### config.mk
export PLATFORM = sky130hd
export DESIGN_NAME = sensor_frame_deframer
export DESIGN_NICKNAME = d
export VERILOG_FILES = /design/src/hdl/sfd_pkg.sv /design/src/hdl/sfd_csr.sv /design/src/hdl/sfd_front.sv /design/src/hdl/sfd_queue.sv /design/src/hdl/sfd_back.sv /design/src/hdl/sensor_frame_deframer.sv
export VERILOG_INCLUDE_DIRS = /design/src /design/src/hdl
export SDC_FILE = /design/constraint.sdc
export NUM_CORES = 1
export LEC_CHECK = 0
export BUFFER_PORTS_ARGS = -buffer_cell sky130_fd_sc_hd__buf_2
export CAP_MARGIN = 5
export CORE_MARGIN = 3
export CORE_UTILIZATION = 40
export DETAILED_ROUTE_END_ITERATION = 12
export SLEW_MARGIN = 20
export SYNTH_ARGS = -nofsm -noshare
export SYNTH_HDL_FRONTEND = slang
export SYNTH_SLANG_ARGS = --single-unit
export TNS_END_PERCENT = 10
### constraint.sdc
create_clock -name clock -period 14.2 [get_ports clock]
set_clock_uncertainty 0.1 [all_clocks]
set_input_delay 2.84 -clock clock [delete_from_list [all_inputs] [get_ports clock]]
set_output_delay 2.84 -clock clock [all_outputs]
set_load 0.005 [all_outputs]
### src/hdl/sensor_frame_deframer_macros.svh
// ---------------------------------------------------------------------------
// sensor_frame_deframer assertion macros
// shared concurrent assertion forms for the deframer
// ---------------------------------------------------------------------------
`ifndef SENSOR_FRAME_DEFRAMER_MACROS_SVH
`define SENSOR_FRAME_DEFRAMER_MACROS_SVH

// same-cycle implication, checked on every rising edge out of reset
`define SFD_ASSERT_NOW(label, ante, cons, msg) \
   label: assert property (@(posedge clock) disable iff (reset) (ante) |-> (cons)) \
      else $error(msg);

// next-cycle implication
`define SFD_ASSERT_NEXT(label, ante, cons, msg) \
   label: assert property (@(posedge clock) disable iff (reset) (ante) |=> (cons)) \
      else $error(msg);

`endif

### src/hdl/sfd_pkg.sv
// ---------------------------------------------------------------------------
// sfd_pkg
// types and constants shared by the sensor frame deframer modules
// ---------------------------------------------------------------------------
package sfd_pkg;

   // payload bytes kept per frame (fields use bytes zero to nine)
   localparam int KEPT_BYTES = 10;
   localparam int BYTE_IDX_W = $clog2(KEPT_BYTES);
   localparam int PAYLOAD_W  = KEPT_BYTES * 8;

   localparam logic [7:0] SYNC_BYTE  = 8'h5A;
   localparam logic [7:0] TYPE_LIGHT = 8'h15;
   localparam logic [7:0] TYPE_ENV   = 8'h45;

   localparam logic [31:0] PRESS_LOW_RESET  = 32'd80000;
   localparam logic [31:0] PRESS_HIGH_RESET = 32'd120000;
   localparam logic [31:0] PRESS_FALL_RESET = 32'd101325;

   // frame queue between parser and decoder
   localparam int Q_DEPTH = 2;
   localparam int Q_PTR_W = (Q_DEPTH > 1) ? $clog2(Q_DEPTH) : 1;
   localparam int Q_CNT_W = $clog2(Q_DEPTH + 1);

   localparam int CSR_ADDR_W = 4;

   typedef enum logic [1:0] {
      REG_LOW_LIMIT  = 2'd0,
      REG_HIGH_LIMIT = 2'd1,
      REG_FALLBACK   = 2'd2
   } reg_idx_type;

   typedef enum logic [1:0] {
      KIND_LIGHT   = 2'd0,
      KIND_ENV     = 2'd1,
      KIND_UNKNOWN = 2'd2
   } frame_kind_type;

   typedef enum logic [5:0] {
      PH_SYNC1 = 6'b000001,
      PH_SYNC2 = 6'b000010,
      PH_TYPE  = 6'b000100,
      PH_LEN   = 6'b001000,
      PH_DATA  = 6'b010000,
      PH_CSUM  = 6'b100000
   } phase_type;

   typedef struct packed {
      logic [7:0]           raw_type;
      logic [7:0]           frame_length;
      logic [PAYLOAD_W-1:0] payload;
   } frame_rec_type;

   typedef struct packed {
      logic [Q_CNT_W-1:0] count;
      logic               full;
      logic               empty;
   } q_status_type;

   typedef struct packed {
      logic [31:0] low_limit;
      logic [31:0] high_limit;
      logic [31:0] fallback;
   } cfg_type;

endpackage

### src/hdl/sfd_csr.sv
// ---------------------------------------------------------------------------
// sfd_csr
// pressure limit and fallback registers behind the bus port
// ---------------------------------------------------------------------------
module sfd_csr (
   input  logic                          clock,
   input  logic                          reset,
   input  logic                          psel,
   input  logic                          penable,
   input  logic                          pwrite,
   input  logic [sfd_pkg::CSR_ADDR_W-1:0] paddr,
   input  logic [31:0]                   pwdata,
   output logic [31:0]                   prdata,
   output logic                          pready,
   output sfd_pkg::cfg_type              cfg
);
   import sfd_pkg::*;

   cfg_type     cfg_ff, cfg_in;
   reg_idx_type idx;
   logic        wr_en;

   assign pready = 1'b1;
   assign wr_en  = psel && penable && pwrite;
   assign idx    = reg_idx_type'(paddr[3:2]);

   always_comb begin
      cfg_in = cfg_ff;
      if (wr_en) begin
         case (idx)
            REG_LOW_LIMIT:  cfg_in.low_limit  = pwdata;
            REG_HIGH_LIMIT: cfg_in.high_limit = pwdata;
            REG_FALLBACK:   cfg_in.fallback   = pwdata;
            default:        cfg_in = cfg_ff;
         endcase
      end
   end

   always_comb begin
      case (idx)
         REG_LOW_LIMIT:  prdata = cfg_ff.low_limit;
         REG_HIGH_LIMIT: prdata = cfg_ff.high_limit;
         REG_FALLBACK:   prdata = cfg_ff.fallback;
         default:        prdata = 32'd0;
      endcase
   end

   always_ff @(posedge clock) begin
      if (reset) begin
         cfg_ff.low_limit  <= PRESS_LOW_RESET;
         cfg_ff.high_limit <= PRESS_HIGH_RESET;
         cfg_ff.fallback   <= PRESS_FALL_RESET;
      end else begin
         cfg_ff <= cfg_in;
      end
   end

   assign cfg = cfg_ff;

endmodule

### src/hdl/sfd_front.sv
// ---------------------------------------------------------------------------
// sfd_front
// byte-level frame parser: sync hunt, header capture and payload store
// ---------------------------------------------------------------------------
module sfd_front (
   input  logic                   clock,
   input  logic                   reset,
   input  logic                   req_valid,
   output logic                   req_stall,
   input  logic [7:0]             req_rx_byte,
   input  sfd_pkg::q_status_type  q_status,
   output logic                   push,
   output sfd_pkg::frame_rec_type push_rec
);
   import sfd_pkg::*;

   phase_type  phase_ff, phase_in;
   logic [7:0] held_type_ff, held_type_in;
   logic [7:0] held_length_ff, held_length_in;
   logic [7:0] bytes_seen_ff, bytes_seen_in;
   logic [7:0] seen_next;
   logic [7:0] store_ff [KEPT_BYTES];
   logic [7:0] store_in [KEPT_BYTES];
   logic       accept;

   // only the checksum byte needs room in the queue
   assign req_stall = (phase_ff == PH_CSUM) && q_status.full;
   assign accept    = req_valid && !req_stall;
   assign seen_next = bytes_seen_ff + 8'd1;

   always_comb begin
      phase_in       = phase_ff;
      held_type_in   = held_type_ff;
      held_length_in = held_length_ff;
      bytes_seen_in  = bytes_seen_ff;
      store_in       = store_ff;
      push           = 1'b0;
      if (accept) begin
         case (phase_ff)
            PH_SYNC2: begin
               phase_in = (req_rx_byte == SYNC_BYTE) ? PH_TYPE : PH_SYNC1;
            end
            PH_TYPE: begin
               held_type_in = req_rx_byte;
               phase_in     = PH_LEN;
            end
            PH_LEN: begin
               held_length_in = req_rx_byte;
               bytes_seen_in  = 8'd0;
               phase_in       = (req_rx_byte == 8'd0) ? PH_CSUM : PH_DATA;
            end
            PH_DATA: begin
               if (bytes_seen_ff < 8'(KEPT_BYTES)) begin
                  store_in[bytes_seen_ff[BYTE_IDX_W-1:0]] = req_rx_byte;
               end
               bytes_seen_in = seen_next;
               if (seen_next >= held_length_ff) begin
                  phase_in = PH_CSUM;
               end
            end
            PH_CSUM: begin
               push     = 1'b1;
               phase_in = PH_SYNC1;
            end
            default: begin
               // first sync hunt, also recovers from a broken phase code
               phase_in = (req_rx_byte == SYNC_BYTE) ? PH_SYNC2 : PH_SYNC1;
            end
         endcase
      end
   end

   always_comb begin
      push_rec.raw_type     = held_type_ff;
      push_rec.frame_length = held_length_ff;
      for (int i = 0; i < KEPT_BYTES; i++) begin
         push_rec.payload[i*8 +: 8] = store_ff[i];
      end
   end

   always_ff @(posedge clock) begin
      if (reset) begin
         phase_ff       <= PH_SYNC1;
         held_type_ff   <= 8'd0;
         held_length_ff <= 8'd0;
         bytes_seen_ff  <= 8'd0;
         for (int i = 0; i < KEPT_BYTES; i++) begin
            store_ff[i] <= 8'd0;
         end
      end else begin
         phase_ff       <= phase_in;
         held_type_ff   <= held_type_in;
         held_length_ff <= held_length_in;
         bytes_seen_ff  <= bytes_seen_in;
         store_ff       <= store_in;
      end
   end

endmodule

### src/hdl/sfd_queue.sv
// ---------------------------------------------------------------------------
// sfd_queue
// short frame record queue between the parser and the decoder
// ---------------------------------------------------------------------------
module sfd_queue (
   input  logic                   clock,
   input  logic                   reset,
   input  logic                   push,
   input  sfd_pkg::frame_rec_type push_rec,
   input  logic                   pop,
   output sfd_pkg::frame_rec_type head_rec,
   output sfd_pkg::q_status_type  q_status
);
   import sfd_pkg::*;

   frame_rec_type      q_ff [Q_DEPTH];
   logic [Q_PTR_W-1:0] wr_ptr_ff, wr_ptr_in;
   logic [Q_PTR_W-1:0] rd_ptr_ff, rd_ptr_in;
   logic [Q_CNT_W-1:0] count_ff, count_in;
   logic               do_push, do_pop;

   assign q_status.count = count_ff;
   assign q_status.full  = (count_ff == Q_CNT_W'(Q_DEPTH));
   assign q_status.empty = (count_ff == '0);

   assign do_push  = push && !q_status.full;
   assign do_pop   = pop && !q_status.empty;
   assign head_rec = q_ff[rd_ptr_ff];

   always_comb begin
      wr_ptr_in = wr_ptr_ff;
      rd_ptr_in = rd_ptr_ff;
      count_in  = count_ff;
      if (do_push) begin
         wr_ptr_in = (wr_ptr_ff == Q_PTR_W'(Q_DEPTH - 1)) ? '0 : wr_ptr_ff + 1'b1;
      end
      if (do_pop) begin
         rd_ptr_in = (rd_ptr_ff == Q_PTR_W'(Q_DEPTH - 1)) ? '0 : rd_ptr_ff + 1'b1;
      end
      case ({do_push, do_pop})
         2'b10:   count_in = count_ff + 1'b1;
         2'b01:   count_in = count_ff - 1'b1;
         default: count_in = count_ff;
      endcase
   end

   always_ff @(posedge clock) begin
      if (do_push) begin
         q_ff[wr_ptr_ff] <= push_rec;
      end
   end

   always_ff @(posedge clock) begin
      if (reset) begin
         wr_ptr_ff <= '0;
         rd_ptr_ff <= '0;
         count_ff  <= '0;
      end else begin
         wr_ptr_ff <= wr_ptr_in;
         rd_ptr_ff <= rd_ptr_in;
         count_ff  <= count_in;
      end
   end

endmodule

### src/hdl/sfd_back.sv
// ---------------------------------------------------------------------------
// sfd_back
// frame decoder: field extraction, pressure limit check, result register
// ---------------------------------------------------------------------------
module sfd_back (
   input  logic                   clock,
   input  logic                   reset,
   input  sfd_pkg::frame_rec_type head_rec,
   input  sfd_pkg::q_status_type  q_status,
   input  sfd_pkg::cfg_type       cfg,
   output logic                   pop,
   output logic                   rsp_valid,
   input  logic                   rsp_stall,
   output logic [1:0]             rsp_frame_kind,
   output logic [7:0]             rsp_raw_type,
   output logic [7:0]             rsp_frame_length,
   output logic [31:0]            rsp_light_lux,
   output logic [15:0]            rsp_temperature_centi,
   output logic [15:0]            rsp_humidity_centi,
   output logic [31:0]            rsp_pressure_centi,
   output logic [15:0]            rsp_altitude_centi,
   output logic                   rsp_pressure_replaced
);
   import sfd_pkg::*;

   logic        valid_ff, valid_in;
   logic [1:0]  kind_ff, kind_in;
   logic [7:0]  type_ff, length_ff;
   logic [31:0] lux_ff, lux_in;
   logic [15:0] temp_ff, temp_in;
   logic [15:0] hum_ff, hum_in;
   logic [31:0] press_ff, press_in;
   logic [15:0] alt_ff, alt_in;
   logic        repl_ff, repl_in;
   logic [31:0] word0, press_raw;
   logic        out_of_range;

   // payload byte i sits at bits [8i +: 8], fields are big endian
   assign word0 = {head_rec.payload[7:0], head_rec.payload[15:8],
                   head_rec.payload[23:16], head_rec.payload[31:24]};
   assign press_raw = {head_rec.payload[39:32], head_rec.payload[47:40],
                       head_rec.payload[55:48], head_rec.payload[63:56]};
   assign out_of_range = (press_raw < cfg.low_limit) || (press_raw > cfg.high_limit);

   assign pop = !q_status.empty && (!valid_ff || !rsp_stall);

   always_comb begin
      kind_in  = KIND_UNKNOWN;
      lux_in   = 32'd0;
      temp_in  = 16'd0;
      hum_in   = 16'd0;
      press_in = 32'd0;
      alt_in   = 16'd0;
      repl_in  = 1'b0;
      if (head_rec.raw_type == TYPE_LIGHT) begin
         kind_in = KIND_LIGHT;
         lux_in  = word0;
      end else if (head_rec.raw_type == TYPE_ENV) begin
         kind_in  = KIND_ENV;
         temp_in  = word0[31:16];
         hum_in   = word0[15:0];
         press_in = out_of_range ? cfg.fallback : press_raw;
         alt_in   = {head_rec.payload[71:64], head_rec.payload[79:72]};
         repl_in  = out_of_range;
      end
   end

   always_comb begin
      valid_in = valid_ff;
      if (pop) begin
         valid_in = 1'b1;
      end else if (!rsp_stall) begin
         valid_in = 1'b0;
      end
   end

   always_ff @(posedge clock) begin
      if (reset) begin
         valid_ff <= 1'b0;
      end else begin
         valid_ff <= valid_in;
      end
   end

   always_ff @(posedge clock) begin
      if (pop) begin
         kind_ff   <= kind_in;
         type_ff   <= head_rec.raw_type;
         length_ff <= head_rec.frame_length;
         lux_ff    <= lux_in;
         temp_ff   <= temp_in;
         hum_ff    <= hum_in;
         press_ff  <= press_in;
         alt_ff    <= alt_in;
         repl_ff   <= repl_in;
      end
   end

   assign rsp_valid             = valid_ff;
   assign rsp_frame_kind        = kind_ff;
   assign rsp_raw_type          = type_ff;
   assign rsp_frame_length      = length_ff;
   assign rsp_light_lux         = lux_ff;
   assign rsp_temperature_centi = temp_ff;
   assign rsp_humidity_centi    = hum_ff;
   assign rsp_pressure_centi    = press_ff;
   assign rsp_altitude_centi    = alt_ff;
   assign rsp_pressure_replaced = repl_ff;

endmodule

### src/hdl/sensor_frame_deframer.sv
// ---------------------------------------------------------------------------
// sensor_frame_deframer
// sync-hunting, length-prefixed frame parser for a serial sensor line
// ---------------------------------------------------------------------------
// channel  direction  handshake                  word
// req      in         req_valid / req_stall      rx_byte
// rsp      out        rsp_valid / rsp_stall      one decoded frame
// csr      in/out     psel penable pwrite pready 32-bit limit registers
//
// one byte a cycle is taken while req_stall is low; the parser updates its state in the same cycle.
// a decoded frame goes from its checksum byte through the frame queue into the result register onto rsp.
// req_stall rises only on a checksum byte while the two-entry frame queue is full.
// rsp_stall holds the result register; bytes keep flowing until a checksum byte meets a full queue.
// synchronous reset clears the parser, payload store, queue pointers and result valid, and loads the limit defaults.
// ---------------------------------------------------------------------------
module sensor_frame_deframer (
   input  logic                          clock,
   input  logic                          reset,
   input  logic                          req_valid,
   output logic                          req_stall,
   input  logic [7:0]                    req_rx_byte,
   output logic                          rsp_valid,
   input  logic                          rsp_stall,
   output logic [1:0]                    rsp_frame_kind,
   output logic [7:0]                    rsp_raw_type,
   output logic [7:0]                    rsp_frame_length,
   output logic [31:0]                   rsp_light_lux,
   output logic [15:0]                   rsp_temperature_centi,
   output logic [15:0]                   rsp_humidity_centi,
   output logic [31:0]                   rsp_pressure_centi,
   output logic [15:0]                   rsp_altitude_centi,
   output logic                          rsp_pressure_replaced,
   input  logic                          psel,
   input  logic                          penable,
   input  logic                          pwrite,
   input  logic [sfd_pkg::CSR_ADDR_W-1:0] paddr,
   input  logic [31:0]                   pwdata,
   output logic [31:0]                   prdata,
   output logic                          pready
);
   import sfd_pkg::*;

   cfg_type       cfg;
   q_status_type  q_status;
   frame_rec_type push_rec, head_rec;
   logic          push, pop;

   sfd_csr u_csr (
      .clock   (clock),
      .reset   (reset),
      .psel    (psel),
      .penable (penable),
      .pwrite  (pwrite),
      .paddr   (paddr),
      .pwdata  (pwdata),
      .prdata  (prdata),
      .pready  (pready),
      .cfg     (cfg)
   );

   sfd_front u_front (
      .clock       (clock),
      .reset       (reset),
      .req_valid   (req_valid),
      .req_stall   (req_stall),
      .req_rx_byte (req_rx_byte),
      .q_status    (q_status),
      .push        (push),
      .push_rec    (push_rec)
   );

   sfd_queue u_queue (
      .clock    (clock),
      .reset    (reset),
      .push     (push),
      .push_rec (push_rec),
      .pop      (pop),
      .head_rec (head_rec),
      .q_status (q_status)
   );

   sfd_back u_back (
      .clock                 (clock),
      .reset                 (reset),
      .head_rec              (head_rec),
      .q_status              (q_status),
      .cfg                   (cfg),
      .pop                   (pop),
      .rsp_valid             (rsp_valid),
      .rsp_stall             (rsp_stall),
      .rsp_frame_kind        (rsp_frame_kind),
      .rsp_raw_type          (rsp_raw_type),
      .rsp_frame_length      (rsp_frame_length),
      .rsp_light_lux         (rsp_light_lux),
      .rsp_temperature_centi (rsp_temperature_centi),
      .rsp_humidity_centi    (rsp_humidity_centi),
      .rsp_pressure_centi    (rsp_pressure_centi),
      .rsp_altitude_centi    (rsp_altitude_centi),
      .rsp_pressure_replaced (rsp_pressure_replaced)
   );

`include "sensor_frame_deframer_macros.svh"

   // a finished frame is never dropped at the queue
   `SFD_ASSERT_NOW(a_no_push_when_full, push, !q_status.full, "frame pushed into full queue")

   // a pushed frame is held somewhere downstream on the next cycle
   `SFD_ASSERT_NEXT(a_push_lands, push, (q_status.count != '0) || rsp_valid, "pushed frame lost")

   // the replacement flag belongs to environment frames only
   `SFD_ASSERT_NOW(a_repl_env_only, rsp_valid && rsp_pressure_replaced, rsp_frame_kind == KIND_ENV, "replace flag on non-environment frame")

   // no result appears without a queued frame behind it
   `SFD_ASSERT_NEXT(a_no_phantom, rsp_valid && !rsp_stall && q_status.empty, !rsp_valid, "result without queued frame")

endmodule

Yosys cells after proc, flatten, opt, wreduce, memory -nomap -nowiden --
Memory sizes are Yosys's and may differ from the RTL's. A register that Yosys moved wholly into a read port is not among the register bits. Index checks and enable logic that the tools add are counted. W data, S select, Z words.
Cells by class: add/subtract/negate cells 5, $lt $le $gt $ge 6, eq/ne operators 15, multiplexer cells 23, bitwise gates (word level) 2, reductions and logical operators 29
Operators by type and width (number):
- $pmux W32 S3 | 1
- $bwmux W80 | 1
- $demux W8 S4 | 1
- $gt A32 B32 Y1 | 1
- $lt A32 B32 Y1 | 1
- $mux W32 | 1
- $pmux W6 S5 | 1
- $eq A8 B7 Y1 const B | 2
- $pmux W8 S2 | 1
- $reduce_and A2 Y1 | 7
- $mux W6 | 2
- $mux W1 | 10
- $add A8 B1 Y8 const B | 1
- $eq A8 B5 Y1 const B | 1
- $ge A8 B8 Y1 | 1
- $logic_and A1 B1 Y1 | 8
- $logic_not A8 Y1 | 1
- $lt A8 B4 Y1 const B | 1
- $mux W8 | 1
- $eq A2 B2 Y1 const B | 3
- $eq A6 B2 Y1 const B | 1
- $eq A6 B3 Y1 const B | 1
- $eq A6 B4 Y1 const B | 1
- $eq A6 B5 Y1 const B | 1
- other kinds (19) | 30
Storage, ports and cells: register bits after elaboration 342, memory bits (writable) 192, word-level logic and storage cells 111, memories kept 1
Memories:
- u_queue.q_ff | words 2, width 96, rd ports 1, clocked after memory_dff 1, wr ports 1, line sfd_queue.sv:16 | frame_rec_type q_ff [Q_DEPTH];

Longest topological paths before layout --
Gate-level depths: netlist of run 1.
depth after elaboration 8, depth in mapped cells 13, gate-level depth less buffers 11

Cells and area by module --
From an unflattened synthesis of run 1, not the netlist that was laid out.
Second synthesis, totals: cell total of the unflattened synthesis 1832, area, all modules 23181.0 sq um
Modules (own cells, without submodules):
- sfd_queue | times used 1, cells an instance 325, area each 7151.9 sq um
- sfd_back | times used 1, cells an instance 560, area each 6809.0 sq um
- sfd_front | times used 1, cells an instance 472, area each 4670.7 sq um
- sfd_csr | times used 1, cells an instance 475, area each 4549.4 sq um

Least setup slack after synthesis of run 1 --
OpenSTA, ideal clock, no wires.
path kind input port to flip-flop, from input rsp_stall, to register u_queue.count_ff[1], setup time 71 ps, arrival time 10769 ps, data required time 14029 ps, setup slack 3260 ps, stages 4, path buffers 0, path through a21oi_1 > ha_1 > or3_1 > a21oi_1
On the way: cells in the longest elaborated chain, start to end 6, elaborated cells between the ends (all ways) 8
Ends and longest elaborated chain:
- start: declaration | line sensor_frame_deframer.sv:23 | input logic rsp_stall,
- $logic_not A1 Y1 (*) | line sfd_back.sv:45 | assign pop = !q_status.empty && (!valid_ff || !rsp_stall);
- $logic_or A1 B1 Y1 (*) | line sfd_back.sv:45
- $logic_and A1 B1 Y1 (*) | line sfd_back.sv:45
- $logic_and A1 B1 Y1 (*) | line sfd_queue.sv:27 | assign do_pop = pop && !q_status.empty;
- $eq A2 B1 Y1 or $eq A2 B2 Y1 (tied branches) | line sfd_queue.sv:40 | case ({do_push, do_pop})
- $pmux W2 S2 or $reduce_bool A2 Y1 (tied branches)
- end signal: assignment | line sfd_queue.sv:61 | count_ff <= count_in;
- end: declaration | line sfd_queue.sv:19 | logic [Q_CNT_W-1:0] count_ff, count_in;
Every way passes the cells marked *; elsewhere a longest branch is shown, timed or not. A chain may end at the register's enable or synchronous reset.

Final worst setup path of run 1 --
from input paddr[3] (netlist bit), to output prdata[2]
On the way: cells in the longest elaborated chain, start to end 2, elaborated cells between the ends (all ways) 4
Ends and longest elaborated chain:
- start: declaration | line sensor_frame_deframer.sv:36 | input logic [sfd_pkg::CSR_ADDR_W-1:0] paddr,
- $eq A2 B2 Y1, or another cell as far along | line sfd_csr.sv:40 | case (idx)
- $pmux W32 S3 (*) | line sfd_csr.sv:40
- end: declaration | line sensor_frame_deframer.sv:38 | output logic [31:0] prdata,
Marks and branches as above.

==> results of run 1 <==
==> power groups by stage <==
stage | Clock (uW) | Sequential, uW | Combinational [uW]
global placement | 0 | 1830 | 812
finish | 1390 | 1800 | 829
detailed placement | 0 | 1830 | 827
floorplan | 0 | 1840 | 578
global route | 1480 | 1810 | 897
CTS | 1420 | 1800 | 830
==> per-layer routing <==
layer | global-route usage (%) | vias up | wire [um]
met4 | 6.75 | 2 | 1900
met2 | 30.9 | 384 | 26800
met5 | 0 | - | 7
met1 | 23.9 | 7276 | 23900
li1 | - | 7252 | -
met3 | 3.00 | 107 | 2810
==> registers in the layout (all words and copies together), names as in the netlist, 2 cells and up, named ones only <==
register                      cells
u_queue.q_ff                    192
u_csr.cfg                        96
u_front.push_rec                 80
u_back.rsp_light_lux             32
u_back.rsp_pressure_centi        32
u_back.rsp_altitude_centi        16
u_back.rsp_humidity_centi        16
u_back.rsp_temperature_centi     16
u_back.rsp_frame_length           8
u_back.rsp_raw_type               8
u_front.bytes_seen_ff             8
u_front.held_length_ff            8
u_front.held_type_ff              8
u_front.phase_ff                  6
u_back.rsp_frame_kind             2
u_queue.count_ff                  2
==> stage by stage <==
step,utilization [%],instances,worst slack (ps)
after floorplan,-,1989,3260
after global placement,43.9,2850,6450
after detailed placement,43.9,2850,6460
after CTS,47.1,2949,6470
after global routing,47.2,2950,6260
final,47.2,2950,6420
==> layout make-up <==
class                           count  area (um2)  area share, %
Inverter                           80         300           1.17
Sequential cell                   535       13900           54.3
Clock inverter                     22         229          0.891
Tap cell                          739         925           3.60
Timing Repair Buffer              233        1240           4.84
Clock buffer                       77        1490           5.79
Multi-Input combinational cell   1264        7560           29.4
==> worst max-delay path by stage <==
stage	from	endpoint	slack [ps]	cells after the start
floorplan	rsp_stall	u_queue.count_ff[1]	3260	4
global placement	paddr[3]	prdata[6]	6450	6
detailed placement	paddr[3]	prdata[6]	6460	6
CTS	paddr[3]	prdata[6]	6470	6
global route	paddr[3]	prdata[6]	6260	6
finish	paddr[3]	prdata[2]	6420	6
==> Yosys cell counts, drive strengths merged, types with 2 or more instances <==
| library cell | number | area, um2 |
|---|---|---|
| nand4 | 17 | 106 |
| nand3b | 5 | 37.5 |
| inv | 80 | 300 |
| clkbuf | 63 | 236 |
| o21ai | 54 | 270 |
| nor4b | 2 | 32.5 |
| and3 | 5 | 36.3 |
| edfxtp | 323 | 9700 |
| o31ai | 3 | 22.5 |
| nor4 | 8 | 56.3 |
| nand2b | 4 | 25.0 |
| nor3 | 8 | 56.3 |
| buf | 47 | 277 |
| a211oi | 3 | 22.5 |
| nor3b | 2 | 20.0 |
| a21o | 9 | 67.6 |
| mux2 | 46 | 518 |
| dfxtp | 212 | 4240 |
| mux2i | 131 | 1310 |
| o211ai | 14 | 105 |
| nor2 | 131 | 509 |
| xor2 | 5 | 43.8 |
| a21oi | 199 | 1070 |
| ha | 76 | 951 |
| nand2 | 475 | 1790 |
| and2 | 14 | 87.6 |
| or3 | 2 | 12.5 |
| o21a | 2 | 15.0 |
| a22oi | 4 | 30.0 |
| nor2b | 3 | 18.8 |
| nand3 | 27 | 153 |
| xnor2 | 6 | 52.6 |
==> kinds of logic after synthesis <==
family	after synthesis	synth area share (%)
and+or+nand+nor	707	13.4
DFF	535	62.7
muxes	177	8.22
AOI/OAI and AO/OA	292	7.33
other	1	0.0169
xor gates and xnor gates	11	0.433
adders and majority gates	76	4.27
buffers and inverters	190	3.66
==> results.json, run 1 <==
{
  "power_frac_comb_pct": 20.6,
  "via_per_inst": 5.09,
  "worstPathRequired_ps": 11260,
  "htree_levels": 2,
  "avgSynthCellArea_um2": 11.2,
  "whs_ps": 349,
  "numCtsBuffers": 53,
  "fp.dieH_um": 242,
  "synth_seq_cells": 535,
  "crit_family": "simple AND/OR/NAND/NOR gates",
  "fin_tns_setup_ps": 0,
  "pwr-share-clk_pct": 34.6,
  "synth_cell_types": 58,
  "ys.flop_type": "edfxtp_1",
  "worstPathCellList": "buf_2 > buf_4 > nor2b_4 > nand2_1 > o21ai_0 > buf_2",
  "tightest_slew_ps": 1080,
  "grt.total_usage_pct": 18.3,
  "critPathCaptureType": "primary output",
  "postCtsHoldBufs": 0,
  "maxSlewViolCount": 0,
  "drtIter0Drc": 1015,
  "power.total_uw": 4020,
  "postCtsSetupBuffers": 0,
  "arrival_ps": 4840,
  "synth_fp_nets": 2116,
  "rr_endpoint": "u_back.rsp_pressure_centi[31]",
  "min_to": "u_queue.q_ff[1][22]",
  "core_area_um2": 54500,
  "outcome": "finished, final reports clean",
  "p_seq_share_pct": 44.7,
  "maxCapViolations": 0,
  "worstSetupPathType": "in -> out",
  "drt.antenna.violating_nets": 0,
  "die_w_um": 242,
  "start_util_pct": 40.9,
  "cts_root_buffer": "clkbuf_16",
  "clock_sinks": 535,
  "wirelength_um": 55400,
  "leakage_uw": 0.00917,
  "crit_fanout": 37,
  "drc": 0,
  "area.growth.synth_to_final_pct": 15.5,
  "io_buffers": 213,
  "fp-row-count": 85,
  "drtPass1Iterations": 5,
  "min_from": "u_front.push_rec[22]",
  "swShare_pct": 28.4,
  "holdPathStages": 0,
  "r2r_setup_slack_ps": 9570,
  "postLayoutCellArea_um2": 25700,
  "dpl.hpwl_um": 34600,
  "hold_path_class": "reg -> reg",
  "grt_pass1_wl_um": 84800,
  "mappedNetlistArea_um2": 22200,
  "cts.clk_slew.worst_paths_ps": 60,
  "p_per_area_nw_per_um2": 156,
  "antenna_cells": 0,
  "synth_edf_count": 323,
  "final.fill_count": 4956,
  "vias": 15021,
  "insertion_delay_ps": 610,
  "place_area_um2": 23900,
  "start_kind": "input port",
  "dieArea_um2": 58500,
  "crit_slowest_cell": "nor2b_4",
  "grt_pass1_vias": 14718,
  "ys_warn_count": 0,
  "final_nets": 2294,
  "ios": 217,
  "async_flop_share_pct": 0,
  "hold_viol": 0,
  "irDropWorstVdd_uv": 132,
  "cts-resized-gates": 0,
  "gp_congestion": 0.822,
  "ys_seq_area_share_pct": 62.7,
  "grt_antenna_before_repair": 1,
  "power.switching_uw": 1140,
  "path_buf_inv": 3,
  "drive_above_1_share_pct": 18.2,
  "slowest_delay_ps": 960,
  "rsz0062_at_grt": "false",
  "finalCriticalPeriod_ps": 7780,
  "wl_per_cell_um": 18.8,
  "grt_max_degree": 69,
  "critPathMostFrequentCell": "buf_2",
  "cts_buffer_depth": 3,
  "final_cell_mix": "nand2_1 (469), edfxtp_1 (323), buf_2 (212)",
  "final_common_cell": "nand2_1",
  "timing.fmax_mhz": 129,
  "grt-ovfl-total": 0,
  "setup_viol": 0,
  "r2r_cells": 11,
  "fin_crit_sh_pct": 54.8,
  "p_int_uw": 2880,
  "syn_inst": 1989,
  "cts_tree": "built",
  "slew_headroom_pct": 28.0
}
Note: power is estimated with default switching activity, not from simulation.
==> run 2: changes to the inputs <==
clock period = 7.8 ns   (was 14.2 ns; I/O delays follow)
==> run 2 against run 1 <==
Register-to-register slack lost 6300 ps; final cell count is essentially flat; setup slack got worse by 3500 ps; via count is 1.2% lower; hold slack lost 4.2 ps; first-iteration DRC count is 14% lower; largest power group unchanged.
==> results.json, run 2 (synthesis gave the netlist of run 1 again) <==
{
  "fin_tns_setup_ps": 0,
  "final_cell_mix": "nand2_1 (470), edfxtp_1 (323), buf_2 (212)",
  "arrival_ps": 3240,
  "rr_endpoint": "u_back.rsp_pressure_centi[23]",
  "fp-row-count": 85,
  "cts_buffer_depth": 3,
  "numCtsBuffers": 54,
  "hold_viol": 0,
  "postCtsSetupBuffers": 0,
  "hold_path_class": "reg -> reg",
  "leakage_uw": 0.00915,
  "fin_cells": 2951,
  "final_nets": 2293,
  "grt_pass1_vias": 14789,
  "cts.clk_slew.worst_paths_ps": 60,
  "fin_crit_sh_pct": 62.8,
  "postCtsHoldBufs": 0,
  "start_kind": "input port",
  "crit_fanout": 37,
  "tightest_slew_ps": 1180,
  "wirelength_um": 53900,
  "cts_tree": "built",
  "grt-ovfl-total": 0,
  "grt_pass1_wl_um": 83700,
  "grt_antenna_before_repair": 3,
  "fp.dieH_um": 242,
  "crit_path_start": "paddr[3]",
  "crit_slowest_cell": "buf_2",
  "irDropWorstVdd_uv": 219,
  "start_util_pct": 40.9,
  "r2r_cells": 11,
  "rsz0062_at_grt": "false",
  "slowest_delay_ps": 530,
  "slew_headroom_pct": 21.1,
  "worstPathCellList": "buf_2 > nor2b_2 > buf_4 > nand2_1 > o21ai_0 > buf_2",
  "multi_input_area_um2": 7540,
  "via_per_inst": 5.03,
  "core_area_um2": 54500,
  "critPathMostFrequentCell": "buf_2",
  "vias": 14847,
  "regArea_um2": 13900,
  "p_per_area_nw_per_um2": 284,
  "dpl.hpwl_um": 34500,
  "maxCapViolations": 0,
  "dieArea_um2": 58500,
  "endpoint": "prdata[11]",
  "clock_sinks": 535,
  "finalCriticalPeriod_ps": 4900,
  "drc": 0,
  "grt.total_usage_pct": 18.0,
  "cts-resized-gates": 0,
  "grt_max_degree": 74,
  "final_common_cell": "nand2_1",
  "drt.antenna.violating_nets": 0,
  "timing.fmax_mhz": 204,
  "drive_above_1_share_pct": 18.1,
  "worstPathRequired_ps": 6140,
  "htree_levels": 2,
  "final.fill_count": 4999,
  "die_w_um": 242,
  "wl_per_cell_um": 18.3,
  "setup_viol": 0,
  "outcome": "finished, final reports clean",
  "drtIter0Drc": 875,
  "dp_cells": 2849,
  "maxSlewViolCount": 0,
  "largest_register_ff_count": 192,
  "io_buffers": 213,
  "r2r_setup_slack_ps": 3300,
  "critPathCaptureType": "primary output",
  "top_register": "u_queue.q_ff",
  "area.growth.synth_to_final_pct": 15.4,
  "insertion_delay_ps": 600,
  "worstSetupPathType": "in -> out",
  "ios": 217,
  "drtPass1Iterations": 6,
  "gp_congestion": 0.798,
  "cts_root_buffer": "clkbuf_16"
}
run 2: how the worst min path moves through the flow:
stage	endpoint	depth (start not counted)	startpoint
2_1_floorplan	u_queue.q_ff[0][88]	0	u_front.held_type_ff[0]
3_3_place_gp	u_queue.q_ff[1][34]	0	u_front.push_rec[34]
3_5_place_dp	u_queue.q_ff[1][92]	0	u_front.held_type_ff[4]
4_1_cts	u_queue.q_ff[0][6]	0	u_front.push_rec[6]
5_1_grt	u_queue.q_ff[0][88]	0	u_front.held_type_ff[0]
6_report	u_queue.q_ff[0][6]	0	u_front.push_rec[6]
run 2: cell type report:
cell class	count	share of cell area, %
antenna	1	0.00974
clock buffer	73	5.78
clock inverter	28	1.05
inverter	80	1.17
multi-input combinational	1264	29.4
sequential	535	54.3
tap	739	3.60
timing repair buffer	231	4.70
run 2: power by group:
part,internal (uW),switching (uW)
logic,587,897
registers,3180,86.7
clock network,1470,1080
run 2: through the flow:
stage               utilization (%)  hold slack (ps)  area [um2]  power, uW  setup WS, ps
floorplan                         -              325       22300       4380          1310
finish                         47.2              345       25700       7300          2900
global route                   47.2              362       25700       7630          2790
global placement               43.9              329       23900       4800          2960
detailed placement             43.9              337       23900       4820          2960
CTS                            47.2              345       25700       7380          2920
run 2: worst max-delay path, delay by kind of cell:
kind | cells | cell delay [ps]
buffers and inverters | 3 | 1100
and+or+nand+nor | 2 | 410
AOI/OAI and AO/OA | 1 | 130
run 2: routing by layer:
metal  vias to the layer above  GRT usage (%)  share of wire (%)
met4                         4           5.71                2.5
met2                       340           31.5                 50
li1                       7240              -                  -
met5                         -              0              0.039
met3                        94           2.88                4.5
met1                      7169           22.9                 43
